**config.mk**
```make
export PLATFORM = sky130hd
export DESIGN_NAME = tccot_sqrt
export DESIGN_NICKNAME = d
export VERILOG_FILES = /design/src/hw/rtl/tccot_pkg.sv /design/src/hw/rtl/tccot_sqrt.sv
export SDC_FILE = /design/constraint.sdc
export NUM_CORES = 2
export LEC_CHECK = 0
export BUFFER_PORTS_ARGS = -buffer_cell sky130_fd_sc_hd__buf_2
export CAP_MARGIN = 25
export CORE_AREA = 10 10 473 475
export CTS_CLUSTER_DIAMETER = 200
export DETAILED_ROUTE_END_ITERATION = 7
export DIE_AREA = 0 0 483 485
export GPL_ROUTABILITY_DRIVEN = 0
export PLACE_DENSITY_LB_ADDON = 0.08
export SETUP_SLACK_MARGIN = 0.3
export SLEW_MARGIN = 10
export SYNTH_ARGS = -nofsm -noshare
export SYNTH_HDL_FRONTEND = slang
export SYNTH_MEMORY_MAX_BITS = 65536
export SYNTH_SLANG_ARGS = --single-unit
```
**constraint.sdc**
```tcl
create_clock -name clock -period 4.5 [get_ports clock]
set_clock_uncertainty 0.1 [all_clocks]
set_input_delay 0.9 -clock clock [delete_from_list [all_inputs] [get_ports clock]]
set_output_delay 0.9 -clock clock [all_outputs]
set_load 0.005 [all_outputs]
```
**src/hw/rtl/tccot_pkg.sv**
```systemverilog
// Shared constants and types of the triangle corner cotangent unit.
package tccot_pkg;

   localparam int COORD_WIDTH_DEF      = 24;
   localparam int RESULT_FRAC_BITS_DEF = 16;
   localparam int OUT_WIDTH            = 32;
   localparam int ROOT_BITS            = 32;
   localparam int QUOT_BITS            = 2 * ROOT_BITS;

   localparam logic [OUT_WIDTH-1:0] MAX_POS = 32'h7FFF_FFFF;
   localparam logic [OUT_WIDTH-1:0] MIN_NEG = 32'h8000_0000;

   // Control flags that travel with each transaction through the back pipeline.
   typedef struct packed {
      logic valid;
      logic degenerate;
      logic negative;
      logic overflow;
   } tag_type;

endpackage

```
**src/hw/rtl/tccot_sqrt.sv**
```systemverilog
// Pipelined integer square root: one root bit per stage.
module tccot_sqrt (
   input  logic                            clock,
   input  logic                            reset,
   input  tccot_pkg::tag_type              in_tag,
   input  logic [tccot_pkg::QUOT_BITS-1:0] in_rad,
   output tccot_pkg::tag_type              out_tag,
   output logic [tccot_pkg::ROOT_BITS-1:0] out_root
);

   localparam int RB  = tccot_pkg::ROOT_BITS;
   localparam int QB  = tccot_pkg::QUOT_BITS;
   localparam int RMW = RB + 2;

   tccot_pkg::tag_type tag_ff  [RB];
   logic [RMW-1:0]     rem_ff  [RB];
   logic [RB-1:0]      root_ff [RB];
   logic [QB-1:0]      rad_ff  [RB];

   for (genvar k = 0; k < RB; k++) begin : g_step
      tccot_pkg::tag_type tag_prev;
      logic [RMW-1:0]     rem_prev;
      logic [RB-1:0]      root_prev;
      logic [QB-1:0]      rad_prev;
      logic [RMW+1:0]     rem2;
      logic [RMW+1:0]     trial;
      logic [RMW+1:0]     diff;
      logic [RMW-1:0]     rem_in;
      logic [RB-1:0]      root_in;

      if (k == 0) begin : g_first
         assign tag_prev  = in_tag;
         assign rem_prev  = '0;
         assign root_prev = '0;
         assign rad_prev  = in_rad;
      end else begin : g_next
         assign tag_prev  = tag_ff[k-1];
         assign rem_prev  = rem_ff[k-1];
         assign root_prev = root_ff[k-1];
         assign rad_prev  = rad_ff[k-1];
      end

      always_comb begin
         rem2  = {rem_prev, rad_prev[QB-1:QB-2]};
         trial = (RMW+2)'({root_prev, 2'b01});
         diff  = rem2 - trial;
         if (rem2 >= trial) begin
            rem_in  = diff[RMW-1:0];
            root_in = {root_prev[RB-2:0], 1'b1};
         end else begin
            rem_in  = rem2[RMW-1:0];
            root_in = {root_prev[RB-2:0], 1'b0};
         end
      end

      always_ff @(posedge clock) begin
         if (reset) begin
            tag_ff[k] <= '0;
         end else begin
            tag_ff[k] <= tag_prev;
         end
         rem_ff[k]  <= rem_in;
         root_ff[k] <= root_in;
         rad_ff[k]  <= {rad_prev[QB-3:0], 2'b00};
      end
   end

   assign out_tag  = tag_ff[RB-1];
   assign out_root = root_ff[RB-1];

endmodule

```
==> run metrics <==
outcome finished, final reports clean; area grow syn2layout 14.88%; RSZ-0062 raised after global routing false; detailed-route via count 64562; worst skew pair latency 0.90 ns; Final setup viols 0; DR top layer met5; CTS Buf Count 290; WL final 204500 microns; crit-path max FO 6; r2r startpoint root_ff[1][128]$_DFF_P_; initial core utilization 0.4484; Setup TNS 0 ns; total power 0.06325 W; signal arrival time at the worst endpoint 4.59 ns; post-synthesis register bit count 2651; worst vdd ir 492.2 uV; critical path class flop to flop; Syn. warnings 0; Die Ht 485 microns; period utilisation layout 0.8745; GR Util All Layers 0.1686; clk slew on worst S/H paths 0.06 ns; H-Tree Level Count 5; list of most frequent post-synthesis cells 2651 x dfxtp_1, 699 x inv_1, 605 x nor2_1; share of the synthesized area in the top cell type 0.5531; Post-synth EDFFs 0; post_cts resized 0; CP Launch Type flop; FF-to-FF End rem_ff[1][199]$_DFF_P_; Buffers on Ports 105; most numerous cell in the Yosys netlist dfxtp_1; largest net degree at the start of global routing 102; CTS sink cnt 2651; Pre-antenna DRT Iters 6; min-delay worst type input pin to flop; first-pass GRT wire length 327900 microns; residual DRC count 0; Yosys top cell by area dfxtp_1; IO Pins 106; number of global-route vias before repair 62928; metal2 WL 95230 microns; top post-synthesis cells by area dfxtp_1 55%, ha_1 7.3%, xnor2_1 4.0%, xor2_1 3.6%, a21oi_1 3.1%; CP max stage cell a2111oi_2; placed cell count 12216; vias per cell 5.053; maximum clock frequency 254.1 MHz; crit path capture rem_ff[1][199]$_DFF_P_; sequential area share after synthesis 0.5531; fin crit period 3.935 ns; M1 WL 92680 microns; Core Box Area 0.2140 sq mm; non-filler cells, final 12778; Distinct cells, synth 92; Avg WL per Cell 16.01 microns; Die Area 0.2343 sq mm; Met3 Routed Length 9218 microns; synthesized area per cell 10.20 sq um; critical path's largest stage delay 0.76 ns; CTS tree yes; Die Width 483 microns; top_reg_cell synth dfxtp_1; post-route ant nets 0; max-cap check violation count 0; worst-case reg-to-reg path depth 11; # rows 170; Final Hold Fails 0; Critical path origin root_ff[1][128]$_DFF_P_; CTS Buffer Depth 4; Rel. slew slack 0.3872; nets 10365; share of cells above drive strength 1 0.07859; Pwr Density 573.8 mW/mm^2; grt ovf 0; antenna violations before repair 4; Starting DRT DRC Count 4310; hpwl dp 154100 microns; post-synthesis net count 10041; Least-Margin Pin Slew 0.9064 ns; Required @ worst endpoint 5.16 ns; flop-to-flop setup slack 0.56 ns; Max Transition Viols Final 0; Mapped Cells 9409; Pleak 51.00 nW; crit path cell chain inv_1 > ha_1 > nand2b_1 > a211oi_1 > o21ai_0 > a211o_1 > a21o_1 > o21ba_2 > a2111oi_2 > nand3b_1 > xnor2_1; Root Buffer clkbuf_16; asr flop ratio synth 0; Synth Cell Area 0.09596 sq mm; endpoint class of the critical path flop
==> sequential cells by signal (all words and copies together) (netlist names) <==
register and cells:
tag_ff 128, rem_ff 1003, root_ff 528, rad_ff 992
==> layer usage <==
layer	global-route usage	up-vias
li1	-	32802
met1	0.2163	29920
met2	0.2849	1370
met3	0.02701	466
met4	0.06426	4
met5	0	-
==> timing repair <==
action / 4_1_cts / 5_1_grt
setup buffers: 0 / 0
hold buffers: 62 / 0
hold endpoints to repair: 62 / 0
==> critical path: cells and delay by family (launching register included) <==
family	cells	cell delay (ns)
AO/OA/AOI/OAI	6	2.31
flip-flops	1	0.49
adder cells (fa/ha/maj)	1	0.36
AND/OR/NAND/NOR	2	0.27
XOR/XNOR	1	0.16
buffers and inverters	1	0.08
==> how the worst min path moves through the flow <==
| stage | cells after the start | endpoint | slack [ns] | startpoint |
|---|---|---|---|---|
| after floorplan | 0 | rad_ff[0][100]$_DFF_P_ | 0.21 | rad_ff[0][36]$_DFF_P_ |
| after global placement | 0 | rad_ff[1][544]$_DFF_P_ | 0.21 | rad_ff[1][480]$_DFF_P_ |
| after detailed placement | 0 | rad_ff[0][105]$_DFF_P_ | 0.21 | rad_ff[0][41]$_DFF_P_ |
| after CTS | 2 | root_ff[0][0]$_DFF_P_ | 0.02 | in_rad[63] |
| after global routing | 1 | rad_ff[0][30]$_DFF_P_ | 0.06 | in_rad[30] |
| final | 2 | root_ff[0][0]$_DFF_P_ | 0.10 | in_rad[63] |
==> cell type report <==
| cell class | instances | area, sq um |
|---|---|---|
| fill | 19339 | 103700 |
| sequential | 2651 | 53070 |
| multi-input combinational | 5864 | 39580 |
| clock buffer | 377 | 8143 |
| tap | 2838 | 3551 |
| inverter | 706 | 2650 |
| clock inverter | 120 | 1664 |
| timing repair buffer | 220 | 1569 |
| antenna | 2 | 5.005 |
==> logic make-up (layout without fill, tap and decap cells) <==
group,Yosys count,count (layout),synth area share
flip-flops,2651,2651,0.5531
AND/OR/NAND/NOR,2532,2532,0.1322
AO/OA/AOI/OAI,1844,1844,0.1195
buffers and inverters,894,1423,0.03528
XOR/XNOR,835,835,0.07621
adder cells (fa/ha/maj),562,562,0.07328
multiplexers,90,90,0.01041
other,1,3,0.00003908
==> report_power, final <==
group / total, W / switching [W] / internal, W
Combinational: 0.00930 / 0.00514 / 0.00416
Clock: 0.0240 / 0.00906 / 0.0149
Sequential: 0.0300 / 0.00283 / 0.0271
==> layout by cell type (no fill, tap or decap), types with 78 or more instances in the layout <==
cell type / count
dfxtp_1: 2651
inv_1: 699
nor2_1: 604
nand2_1: 600
a21oi_1: 591
ha_1: 562
o21ai_0: 456
xnor2_1: 441
xor2_1: 394
clkbuf_16: 297
nor3_1: 241
a21o_1: 228
nor2b_1: 200
nand3_1: 158
nand2b_1: 114
or3_1: 105
buf_2: 104
nand4_1: 103
nor4_1: 99
o21a_1: 83
mux2_2: 78
==> per-stage QoR <==
step | hold slack [ns] | setup WS, ns | util | area (sq um)
2_1_floorplan | 0.2096 | 1.267 | - | 95960
3_3_place_gp | 0.2096 | 0.6574 | 0.4664 | 99800
3_5_place_dp | 0.2121 | 0.6126 | 0.4664 | 99800
4_1_cts | 0.01766 | 0.6033 | 0.5151 | 110200
5_1_grt | 0.05728 | 0.3818 | 0.5152 | 110200
6_report | 0.1014 | 0.5646 | 0.5152 | 110200
(Power assumes the default switching activity.)
